**src/rtl/core/sit_pkg.sv**
```systemverilog
`timescale 1ns / 1ps
// ----------------------------------------------------------------------------
// sit_pkg: shared types and constants for the sorted interval table
// Transaction payloads, command and status codes, cell row bus types.
// ----------------------------------------------------------------------------
package sit_pkg;

  localparam int DEF_CAPACITY = 16;

  localparam int CMD_W       = 2;
  localparam int TIME_W      = 12;
  localparam int ROOM_W      = 16;
  localparam int STATUS_W    = 3;
  localparam int POS_W       = 4;
  localparam int OUT_COUNT_W = 5;
  // wide enough for any slot index up to the largest supported capacity
  localparam int SLOT_W      = 9;

  localparam logic [TIME_W-1:0] DAY_END = TIME_W'(24 * 100);

  localparam logic [CMD_W-1:0] CMD_INSERT = 2'd0;
  localparam logic [CMD_W-1:0] CMD_REMOVE = 2'd1;
  localparam logic [CMD_W-1:0] CMD_FIND   = 2'd2;

  localparam logic [STATUS_W-1:0] ST_OK        = 3'd0;
  localparam logic [STATUS_W-1:0] ST_ILLEGAL   = 3'd1;
  localparam logic [STATUS_W-1:0] ST_OVERLAP   = 3'd2;
  localparam logic [STATUS_W-1:0] ST_FULL      = 3'd3;
  localparam logic [STATUS_W-1:0] ST_NOT_FOUND = 3'd4;

  localparam logic [1:0] SH_NONE = 2'd0;
  localparam logic [1:0] SH_INS  = 2'd1;
  localparam logic [1:0] SH_REM  = 2'd2;

  typedef struct packed {
    logic [CMD_W-1:0]  cmd;
    logic [TIME_W-1:0] begin_time;
    logic [TIME_W-1:0] end_time;
    logic [ROOM_W-1:0] room;
  } in_item_t;

  typedef struct packed {
    logic [STATUS_W-1:0]    status;
    logic [POS_W-1:0]       position;
    logic [TIME_W-1:0]      found_end;
    logic [ROOM_W-1:0]      found_room;
    logic [OUT_COUNT_W-1:0] count;
  } out_item_t;

  typedef struct packed {
    logic [TIME_W-1:0] begin_time;
    logic [TIME_W-1:0] end_time;
    logic [ROOM_W-1:0] room;
  } entry_t;

  // search state handed from cell to cell
  typedef struct packed {
    logic              ins;
    logic [TIME_W-1:0] key;
    logic [TIME_W-1:0] lim;
    logic              hit;
    logic              ovl;
    logic [SLOT_W-1:0] slot;
    logic [TIME_W-1:0] f_end;
    logic [ROOM_W-1:0] f_room;
  } scan_bus_t;

  // broadcast from the sequencer to every cell
  typedef struct packed {
    logic [1:0]        op;
    logic [SLOT_W-1:0] pos;
    logic [SLOT_W-1:0] count;
    entry_t            fill;
  } cell_ctl_t;

endpackage

```
**src/rtl/core/sit_cell.sv**
```systemverilog
`timescale 1ns / 1ps
// ----------------------------------------------------------------------------
// sit_cell: one table slot of the sorted interval table
// Holds one entry, evaluates the passing search and shifts on insert/remove.
// ----------------------------------------------------------------------------
module sit_cell #(
  parameter int IDX = 0
) (
  input  logic               clk,
  input  sit_pkg::cell_ctl_t ctl,
  input  sit_pkg::entry_t    prev_ent,
  input  sit_pkg::entry_t    next_ent,
  output sit_pkg::entry_t    ent,
  input  sit_pkg::scan_bus_t bus_in,
  output sit_pkg::scan_bus_t bus_out
);
  import sit_pkg::*;

  localparam logic [SLOT_W-1:0] MY_SLOT = SLOT_W'(IDX);
  localparam logic [SLOT_W-1:0] NX_SLOT = SLOT_W'(IDX + 1);
  localparam bit IS_HEAD = (IDX == 0);

  entry_t    ent_r, ent_nxt;
  scan_bus_t bus_r, bus_nxt;
  logic      valid_me, valid_nx;

  assign valid_me = MY_SLOT < ctl.count;
  assign valid_nx = NX_SLOT < ctl.count;

  always_comb begin
    bus_nxt = bus_in;
    if (!bus_in.hit) begin
      if (bus_in.ins) begin
        if (IS_HEAD && !valid_me) begin
          bus_nxt.hit  = 1'b1;
          bus_nxt.slot = MY_SLOT;
        end else if (IS_HEAD && bus_in.key < ent_r.begin_time) begin
          bus_nxt.hit  = 1'b1;
          bus_nxt.ovl  = bus_in.lim > ent_r.begin_time;
          bus_nxt.slot = MY_SLOT;
        end else if (valid_me && valid_nx && bus_in.key >= ent_r.end_time &&
                     bus_in.lim <= next_ent.begin_time) begin
          bus_nxt.hit  = 1'b1;
          bus_nxt.slot = NX_SLOT;
        end else if (valid_me && !valid_nx) begin
          bus_nxt.hit  = 1'b1;
          bus_nxt.ovl  = bus_in.key < ent_r.end_time;
          bus_nxt.slot = NX_SLOT;
        end
      end else if (valid_me && ent_r.begin_time == bus_in.key) begin
        bus_nxt.hit    = 1'b1;
        bus_nxt.slot   = MY_SLOT;
        bus_nxt.f_end  = ent_r.end_time;
        bus_nxt.f_room = ent_r.room;
      end
    end
  end

  always_comb begin
    ent_nxt = ent_r;
    case (ctl.op)
      SH_INS: begin
        if (MY_SLOT > ctl.pos) begin
          ent_nxt = prev_ent;
        end else if (MY_SLOT == ctl.pos) begin
          ent_nxt = ctl.fill;
        end
      end
      SH_REM: begin
        if (MY_SLOT >= ctl.pos) begin
          ent_nxt = next_ent;
        end
      end
      default: ent_nxt = ent_r;
    endcase
  end

  always_ff @(posedge clk) begin
    ent_r <= ent_nxt;
    bus_r <= bus_nxt;
  end

  assign ent     = ent_r;
  assign bus_out = bus_r;

endmodule

```
**src/rtl/core/sorted_interval_table.sv**
```systemverilog
`timescale 1ns / 1ps
// ----------------------------------------------------------------------------
// sorted_interval_table: sorted table of non-overlapping intervals
// Insert, remove and find on a row of entry cells with a shared sequencer.
// ----------------------------------------------------------------------------
// Once a transaction is accepted, the search travels down the row of cells
// one cell per cycle; then, in the decide state, the result is decided, the
// whole row shifts at once and the result goes to the output register. The
// next command can be accepted in the idle state that follows. One command is
// handled at a time; in_stall is low only between commands. A finished result
// sits in the output register, and the next command may be accepted while it
// waits; that command holds in its decide state until the output register is
// free. Stored entries are undefined until written; only entries below the
// current count are ever looked at.
// ----------------------------------------------------------------------------
module sorted_interval_table #(
  parameter int CAPACITY = sit_pkg::DEF_CAPACITY
) (
  input  logic                clk,
  input  logic                rst_n,
  input  logic                in_valid,
  output logic                in_stall,
  input  sit_pkg::in_item_t   in_data,
  output logic                out_valid,
  input  logic                out_stall,
  output sit_pkg::out_item_t  out_data
);
  import sit_pkg::*;

  localparam int CNT_W  = $clog2(CAPACITY + 1);
  localparam int SCAN_W = $clog2(CAPACITY);
  localparam logic [CNT_W-1:0]  CAP_CNT   = CNT_W'(CAPACITY);
  localparam logic [CNT_W-1:0]  CNT_ONE   = CNT_W'(1);
  localparam logic [SCAN_W-1:0] SCAN_LAST = SCAN_W'(CAPACITY - 1);
  localparam logic [SCAN_W-1:0] SCAN_ONE  = SCAN_W'(1);

  localparam logic [1:0] S_IDLE   = 2'd0;
  localparam logic [1:0] S_SCAN   = 2'd1;
  localparam logic [1:0] S_DECIDE = 2'd2;

  logic [1:0]        state_r, state_nxt;
  logic [SCAN_W-1:0] scan_cnt_r, scan_cnt_nxt;
  logic [CNT_W-1:0]  count_r, count_nxt, count_after;
  in_item_t          req_r;
  logic              out_vld_r;
  out_item_t         out_r, res;
  logic [1:0]        op_sel;
  logic              proceed, in_take;

  cell_ctl_t ctl;
  scan_bus_t head_bus, tail_bus;
  scan_bus_t buses [CAPACITY];
  entry_t    ents [CAPACITY];
  entry_t    prev_ents [CAPACITY];
  entry_t    next_ents [CAPACITY];

  assign in_stall = (state_r != S_IDLE);
  assign in_take  = in_valid && !in_stall;
  assign proceed  = (state_r == S_DECIDE) && (!out_vld_r || !out_stall);

  always_comb begin
    head_bus        = '0;
    head_bus.ins    = (req_r.cmd == CMD_INSERT);
    head_bus.key    = req_r.begin_time;
    head_bus.lim    = req_r.end_time;
  end

  genvar g;
  generate
    for (g = 0; g < CAPACITY; g++) begin : g_cell
      if (g == 0) begin : g_head
        assign prev_ents[g] = ents[g];
      end else begin : g_mid
        assign prev_ents[g] = ents[g-1];
      end
      if (g == CAPACITY - 1) begin : g_tail
        assign next_ents[g] = ents[g];
      end else begin : g_body
        assign next_ents[g] = ents[g+1];
      end
      if (g == 0) begin : g_first
        sit_cell #(.IDX(g)) u_cell (
          .clk      (clk),
          .ctl      (ctl),
          .prev_ent (prev_ents[g]),
          .next_ent (next_ents[g]),
          .ent      (ents[g]),
          .bus_in   (head_bus),
          .bus_out  (buses[g])
        );
      end else begin : g_rest
        sit_cell #(.IDX(g)) u_cell (
          .clk      (clk),
          .ctl      (ctl),
          .prev_ent (prev_ents[g]),
          .next_ent (next_ents[g]),
          .ent      (ents[g]),
          .bus_in   (buses[g-1]),
          .bus_out  (buses[g])
        );
      end
    end
  endgenerate

  assign tail_bus = buses[CAPACITY-1];

  always_comb begin
    res         = '0;
    op_sel      = SH_NONE;
    count_after = count_r;
    case (req_r.cmd)
      CMD_INSERT: begin
        if (req_r.begin_time > DAY_END || req_r.end_time > DAY_END) begin
          res.status = ST_ILLEGAL;
        end else if (tail_bus.ovl) begin
          res.status = ST_OVERLAP;
        end else if (count_r >= CAP_CNT) begin
          res.status = ST_FULL;
        end else begin
          res.status   = ST_OK;
          res.position = tail_bus.slot[POS_W-1:0];
          op_sel       = SH_INS;
          count_after  = count_r + CNT_ONE;
        end
      end
      CMD_REMOVE: begin
        if (!tail_bus.hit) begin
          res.status = ST_NOT_FOUND;
        end else begin
          res.status   = ST_OK;
          res.position = tail_bus.slot[POS_W-1:0];
          op_sel       = SH_REM;
          count_after  = count_r - CNT_ONE;
        end
      end
      CMD_FIND: begin
        if (!tail_bus.hit) begin
          res.status = ST_NOT_FOUND;
        end else begin
          res.status     = ST_OK;
          res.position   = tail_bus.slot[POS_W-1:0];
          res.found_end  = tail_bus.f_end;
          res.found_room = tail_bus.f_room;
        end
      end
      default: res.status = ST_ILLEGAL;
    endcase
    res.count = OUT_COUNT_W'(count_after);
  end

  always_comb begin
    ctl.op    = proceed ? op_sel : SH_NONE;
    ctl.pos   = tail_bus.slot;
    ctl.count = SLOT_W'(count_r);
    ctl.fill  = '{begin_time: req_r.begin_time, end_time: req_r.end_time,
                  room: req_r.room};
  end

  always_comb begin
    state_nxt    = state_r;
    scan_cnt_nxt = scan_cnt_r;
    count_nxt    = count_r;
    case (state_r)
      S_IDLE: begin
        if (in_take) begin
          state_nxt    = S_SCAN;
          scan_cnt_nxt = '0;
        end
      end
      S_SCAN: begin
        scan_cnt_nxt = scan_cnt_r + SCAN_ONE;
        if (scan_cnt_r == SCAN_LAST) begin
          state_nxt = S_DECIDE;
        end
      end
      S_DECIDE: begin
        if (proceed) begin
          state_nxt = S_IDLE;
          count_nxt = count_after;
        end
      end
      default: state_nxt = S_IDLE;
    endcase
  end

  always_ff @(posedge clk) begin
    if (!rst_n) begin
      state_r    <= S_IDLE;
      scan_cnt_r <= '0;
      count_r    <= '0;
      out_vld_r  <= 1'b0;
    end else begin
      state_r    <= state_nxt;
      scan_cnt_r <= scan_cnt_nxt;
      count_r    <= count_nxt;
      if (proceed) begin
        out_vld_r <= 1'b1;
      end else if (out_vld_r && !out_stall) begin
        out_vld_r <= 1'b0;
      end
    end
  end

  always_ff @(posedge clk) begin
    if (in_take) begin
      req_r <= in_data;
    end
    if (proceed) begin
      out_r <= res;
    end
  end

  assign out_valid = out_vld_r;
  assign out_data  = out_r;

  a_count_range: assert property (@(posedge clk) disable iff (!rst_n)
    count_r <= CAP_CNT)
    else $error("entry count above capacity");

  a_result_from_decide: assert property (@(posedge clk) disable iff (!rst_n)
    $rose(out_vld_r) |-> $past(state_r == S_DECIDE))
    else $error("result raised outside decide");

  a_shift_only_decide: assert property (@(posedge clk) disable iff (!rst_n)
    (state_r != S_DECIDE) |-> (ctl.op == SH_NONE))
    else $error("row shift outside decide");

  a_insert_placed: assert property (@(posedge clk) disable iff (!rst_n)
    (state_r == S_DECIDE && req_r.cmd == CMD_INSERT) |-> tail_bus.hit)
    else $error("insert search found no slot");

  a_insert_count: assert property (@(posedge clk) disable iff (!rst_n)
    (ctl.op == SH_INS) |=> (count_r == $past(count_r) + CNT_ONE))
    else $error("insert did not grow table");

endmodule
```
**config.mk**
```make
export PLATFORM = sky130hd
export DESIGN_NAME = sorted_interval_table
export DESIGN_NICKNAME = d
export VERILOG_FILES = /design/src/rtl/core/sit_pkg.sv /design/src/rtl/core/sit_cell.sv /design/src/rtl/core/sorted_interval_table.sv
export SDC_FILE = /design/constraint.sdc
export NUM_CORES = 2
export LEC_CHECK = 0
export BUFFER_PORTS_ARGS = -buffer_cell sky130_fd_sc_hd__buf_2
export CAP_MARGIN = 5
export CORE_MARGIN = 8
export CORE_UTILIZATION = 44
export DETAILED_ROUTE_END_ITERATION = 6
export PLACE_DENSITY = 0.67
export REMOVE_ABC_BUFFERS = 1
export SKIP_LAST_GASP = 1
export SLEW_MARGIN = 20
export SYNTH_ARGS = -nofsm -noshare
export SYNTH_HDL_FRONTEND = slang
export SYNTH_HIERARCHICAL = 1
export SYNTH_SLANG_ARGS = --single-unit
```
**constraint.sdc**
```tcl
create_clock -name clk -period 13.01 [get_ports clk]
set_input_delay 2.602 -clock clk [delete_from_list [all_inputs] [get_ports clk]]
set_output_delay 2.602 -clock clk [all_outputs]
set_load 0.005 [all_outputs]
```
Yosys cells after proc, flatten, opt, wreduce, memory -nomap -nowiden
Cells that the tools add are included.

Bits in registers: 1733. Output and inout port bits: 42.

Add/subtract/negate cells: 3. Order comparisons: 101. Equal/unequal tests: 72. Mux-type cells: 267. Bitwise gates (word level): 1. Reduce and logical (&&, ||, !) cells: 135.

Operators by type and width (count): 40-bit two-way mux (47); 40-bit one-hot mux with 2 select lines (15); 38-bit two-way mux (15); 37-bit two-way mux (15); 28-bit two-way mux (15); 9-bit two-way mux (33); 12-bit less-than comparator (17); 12-bit equality test (16); 12-bit greater-or-equal comparator (16); 12-bit less-or-equal comparator (16); 11-bit two-way mux (17); 1-bit two-way mux (85); 1-bit logical AND (83); 4-bit by 9-bit equality test with 1-bit output, first input constant (8); 4-bit by 9-bit > comparator with 1-bit output, first input constant (8); 4-bit by 9-bit greater-or-equal comparator with 1-bit output, first input constant (7); 3-bit AND reduction (15); 3-bit by 1-bit inequality test with 1-bit output, second input constant (14); 4-bit by 5-bit less-than comparator with 1-bit output, first input constant (8); 3-bit by 9-bit equality test with 1-bit output, first input constant (4); 3-bit by 9-bit greater-or-equal comparator with 1-bit output, first input constant (4); 3-bit by 9-bit > comparator with 1-bit output, first input constant (4); 32-bit two-way mux (1); 2-bit by 1-bit inequality test with 1-bit output, second input constant (16); other kinds (39) (100).

Longest topological paths before layout
Depth in word-level cells: 9. Depth in mapped cells: 10. Gate-level depth less buffers: 8.

By module
The synthesis kept the hierarchy.

By module, submodules not included: sit_cell at g_cell[0].g_first.u_cell (times used 1, cells an instance 385, area each 4783.3 sq um, seq. area each 2482.4 sq um); sit_cell at g_cell[6].g_rest.u_cell (times used 1, cells an instance 412, area each 4764.6 sq um, seq. area each 2482.4 sq um); sit_cell at g_cell[9].g_rest.u_cell (times used 1, cells an instance 410, area each 4763.3 sq um, seq. area each 2482.4 sq um); sit_cell at g_cell[7].g_rest.u_cell (times used 1, cells an instance 433, area each 4753.3 sq um, seq. area each 2482.4 sq um); sit_cell at g_cell[1].g_rest.u_cell (times used 1, cells an instance 482, area each 4743.3 sq um, seq. area each 2482.4 sq um); sit_cell at g_cell[5].g_rest.u_cell (times used 1, cells an instance 422, area each 4728.3 sq um, seq. area each 2482.4 sq um); sit_cell at g_cell[15].g_rest.u_cell (times used 1, cells an instance 416, area each 4718.3 sq um, seq. area each 2482.4 sq um); sit_cell at g_cell[14].g_rest.u_cell (times used 1, cells an instance 408, area each 4697.0 sq um, seq. area each 2482.4 sq um); sit_cell at g_cell[11].g_rest.u_cell (times used 1, cells an instance 434, area each 4675.7 sq um, seq. area each 2482.4 sq um); sit_cell at g_cell[4].g_rest.u_cell (times used 1, cells an instance 417, area each 4672.0 sq um, seq. area each 2482.4 sq um); sit_cell at g_cell[3].g_rest.u_cell (times used 1, cells an instance 433, area each 4664.5 sq um, seq. area each 2482.4 sq um); sit_cell at g_cell[12].g_rest.u_cell (times used 1, cells an instance 429, area each 4662.0 sq um, seq. area each 2482.4 sq um); sit_cell at g_cell[2].g_rest.u_cell (times used 1, cells an instance 400, area each 4655.7 sq um, seq. area each 2482.4 sq um); sit_cell at g_cell[10].g_rest.u_cell (times used 1, cells an instance 402, area each 4626.9 sq um, seq. area each 2482.4 sq um); 3 more rows.

Worst setup path after synthesis
Ideal clock, no wire load.

Path type: input-to-reg. Start point: in out_stall. End point: reg g_cell[0].g_first.u_cell.ent_r, in the netlist g_cell[0].g_first.u_cell/ent[0], enable pin. Setup time: 0.537 ns. Arrival time: 9.427 ns. Required time: 12.473 ns. Path slack: 3.046 ns. Cell stages on the path: 8. Path buffers: 2. Cells stage by stage: nand2_1 > nand2_4 > nor3_1 > nor2b_1 > clkbuf_1 > clkbuf_1 > o21ai_0 > nor4_1.

RTL lines: start: declaration (line sorted_interval_table.sv:25) `input logic out_stall,`; end signal: assignment (line sit_cell.sv:79) `ent_r <= ent_nxt;`; end: declaration (line sit_cell.sv:23) `entry_t ent_r, ent_nxt;`.

==> impl_metrics.json <==
{
  "outcome": "completed",
  "portBuffers": 87,
  "power.total_uw": 11900,
  "root_buffer": "clkbuf_16",
  "fin_ws_ps": 7170,
  "syn2layout_area_growth_pct": 11.9,
  "dieWidth_um": 438,
  "cts_made_buffers": 175,
  "grt_antenna_before_repair": 5,
  "slew_headroom_pct": 28.5,
  "drc": 0,
  "syn-cell-area_mm2": 0.0785,
  "fin_nets": 7648,
  "p_per_area_mw_per_mm2": 135,
  "holdCritStartpoint": "g_cell[13].g_rest.u_cell/bus_out[39]",
  "avgRoutedWirePerCell_um": 23.2,
  "leakage_uw": 0.0347,
  "coreArea_mm2": 0.178,
  "min_period_ps": 5840,
  "grt_max_degree": 82,
  "cp_slowest_cell": "buf_4",
  "postRouteAntennaNets": 0,
  "initialDrtViolationCount": 5162,
  "r2r_cells": 10,
  "clk_latency_ps": 820,
  "tightest_slew_ps": 1060,
  "dp_slack_ps": 6430,
  "avgSynthCellArea_um2": 11.2,
  "path_common_cell": "buf_4",
  "finalHoldViolCount": 0,
  "cts_setup_buffers": 0,
  "std_cell_rows": 155,
  "worst_ep_required_time_ps": 13450,
  "rsz0062_at_grt": "false",
  "start_util_pct": 44.1,
  "clock_sinks": 1733,
  "worstHoldPathCells": 0,
  "cts-resized-gates": 0,
  "postSynthCellCount": 7003,
  "die_area_mm2": 0.192,
  "critPathKind": "primary input to flip-flop",
  "fmax_mhz": 171,
  "cts_tree": "yes",
  "hold_path_class": "flip-flop to flip-flop",
  "cts_max_level": 4,
  "clk_path_buf_depth": 3,
  "drt_wl_total_um": 225000,
  "yosysWarnings": 6,
  "via_count": 54000,
  "dp_hpwl_um": 166000,
  "cts.clk_slew.worst_paths_ps": 60,
  "fin_tns_setup_ps": 0,
  "period_share_pct": 44.9,
  "gr-total-overflow": 0,
  "grt_pass1_vias": 53100,
  "cap_viol_max_count": 0,
  "grt_pass1_wl_um": 337000,
  "report.final.slew_viol_count": 0,
  "routabilityCongestion": 0.920,
  "r2r-end": "g_cell[14].g_rest.u_cell/ent[1]",
  "regToRegStartpoint": "req_r[41]",
  "critPathArrivalTime_ps": 6270,
  "drive_above_1_share_pct": 13.0,
  "hold_end": "g_cell[14].g_rest.u_cell/bus_out[39]",
  "cpPeakStageDelay_ps": 620,
  "fillCellCount": 15700,
  "peakVddDrop_mv": 0.119,
  "first_pass_iters": 5,
  "path_cells": "buf_2 > nand2_1 > nand2_4 > nor3_2 > buf_4 > nor2b_4 > buf_4 > o21ai_0 > nor3_2 > buf_4",
  "fin_util_pct": 49.4,
  "grt_use_total_pct": 22.6,
  "via_per_inst": 5.57,
  "die_height_um": 438,
  "path_max_fanout": 81,
  "startpoint_type": "primary input",
  "regToRegSetupSlack_ps": 8100,
  "io_pins": 88,
  "postCtsHoldBufs": 0,
  "fin_skew_ps": 51.5,
  "final-setup-viol-count": 0,
  "cp-end-kind": "flip-flop"
}
## worst max-delay path, delay by kind of cell
kind            cells  cell delay (ps)
buf+inv             4             1800
compound gates      1              250
simple gates        5             1580
## layout make-up
cell class,count,area (µm²),area share [%]
clock buffers,261,5090,5.79
multi-input cells,4615,34000,38.7
diodes,5,12.5,0.0142
well taps,2355,2950,3.35
repair buffers,203,1390,1.58
clock inverters,67,761,0.866
flip-flops and latches,1733,41900,47.7
inverters,459,1720,1.96
## per-layer routing
layer | global-route usage [%] | part of all wire (%)
met5 | 0 | 0
met4 | 10.2 | 4.8
met3 | 3.74 | 7.3
met2 | 36.9 | 46
met1 | 29.7 | 42
## stage by stage
step	cell area, µm²	instances	hold slack [ps]
after floorplan	77300	6807	331
after global placement	81900	9361	343
after detailed placement	82000	9363	342
after CTS	87800	9691	355
after global routing	87900	9693	363
final	87900	9698	350
## state kept, by name, summed over array words and instances, names as in the netlist
name,count
scan_cnt_r,4
count_r,5
out_data,40
g_cell.g_rest.u_cell/ent,600
g_cell.g_first.u_cell/bus_out,64
g_cell.g_first.u_cell/ent,40
g_cell.g_rest.u_cell/bus_out,935
ctl,40
out_valid,1
req_r,2
state_r,2
## cell usage in the layout, fill, tap and decap left out, drive strengths merged, types with 41 or more instances in the layout
| master | count |
|---|---|
| and3 | 57 |
| nor2 | 96 |
| dfxtp | 1011 |
| buf | 203 |
| mux2i | 602 |
| nor3b | 41 |
| nor3 | 48 |
| nand4 | 95 |
| nor2b | 61 |
| nand2 | 863 |
| conb | 123 |
| clkbuf | 261 |
| nor4 | 52 |
| mux2 | 381 |
| nand3 | 72 |
| inv | 467 |
| xnor2 | 105 |
| o211ai | 43 |
| o21ai | 857 |
| a21oi | 218 |
| ha | 415 |
| xor2 | 85 |
| edfxtp | 722 |
| clkinv | 43 |
## worst max-delay path by stage
stage              start                                to  slack, ps  depth (start not counted)
2_1_floorplan  out_stall   g_cell[0].g_first.u_cell/ent[0]       1650                          6
3_3_place_gp   out_stall   g_cell[4].g_rest.u_cell/ent[28]       6480                         11
3_5_place_dp   out_stall  g_cell[14].g_rest.u_cell/ent[33]       6430                         10
4_1_cts        out_stall   g_cell[14].g_rest.u_cell/ent[1]       7290                         10
5_1_grt        out_stall   g_cell[14].g_rest.u_cell/ent[1]       6940                         12
6_report       out_stall   g_cell[14].g_rest.u_cell/ent[1]       7170                         10
## power by group
group | switching, µW | total (µW) | internal, µW | leakage, µW
Sequential | 166 | 6060 | 5900 | 0.0151
Combinational | 429 | 756 | 327 | 0.0168
Clock | 2180 | 5090 | 2910 | 0.00285
Total | 2770 | 11900 | 9130 | 0.0347
Power figures use the tool's default switching activity.
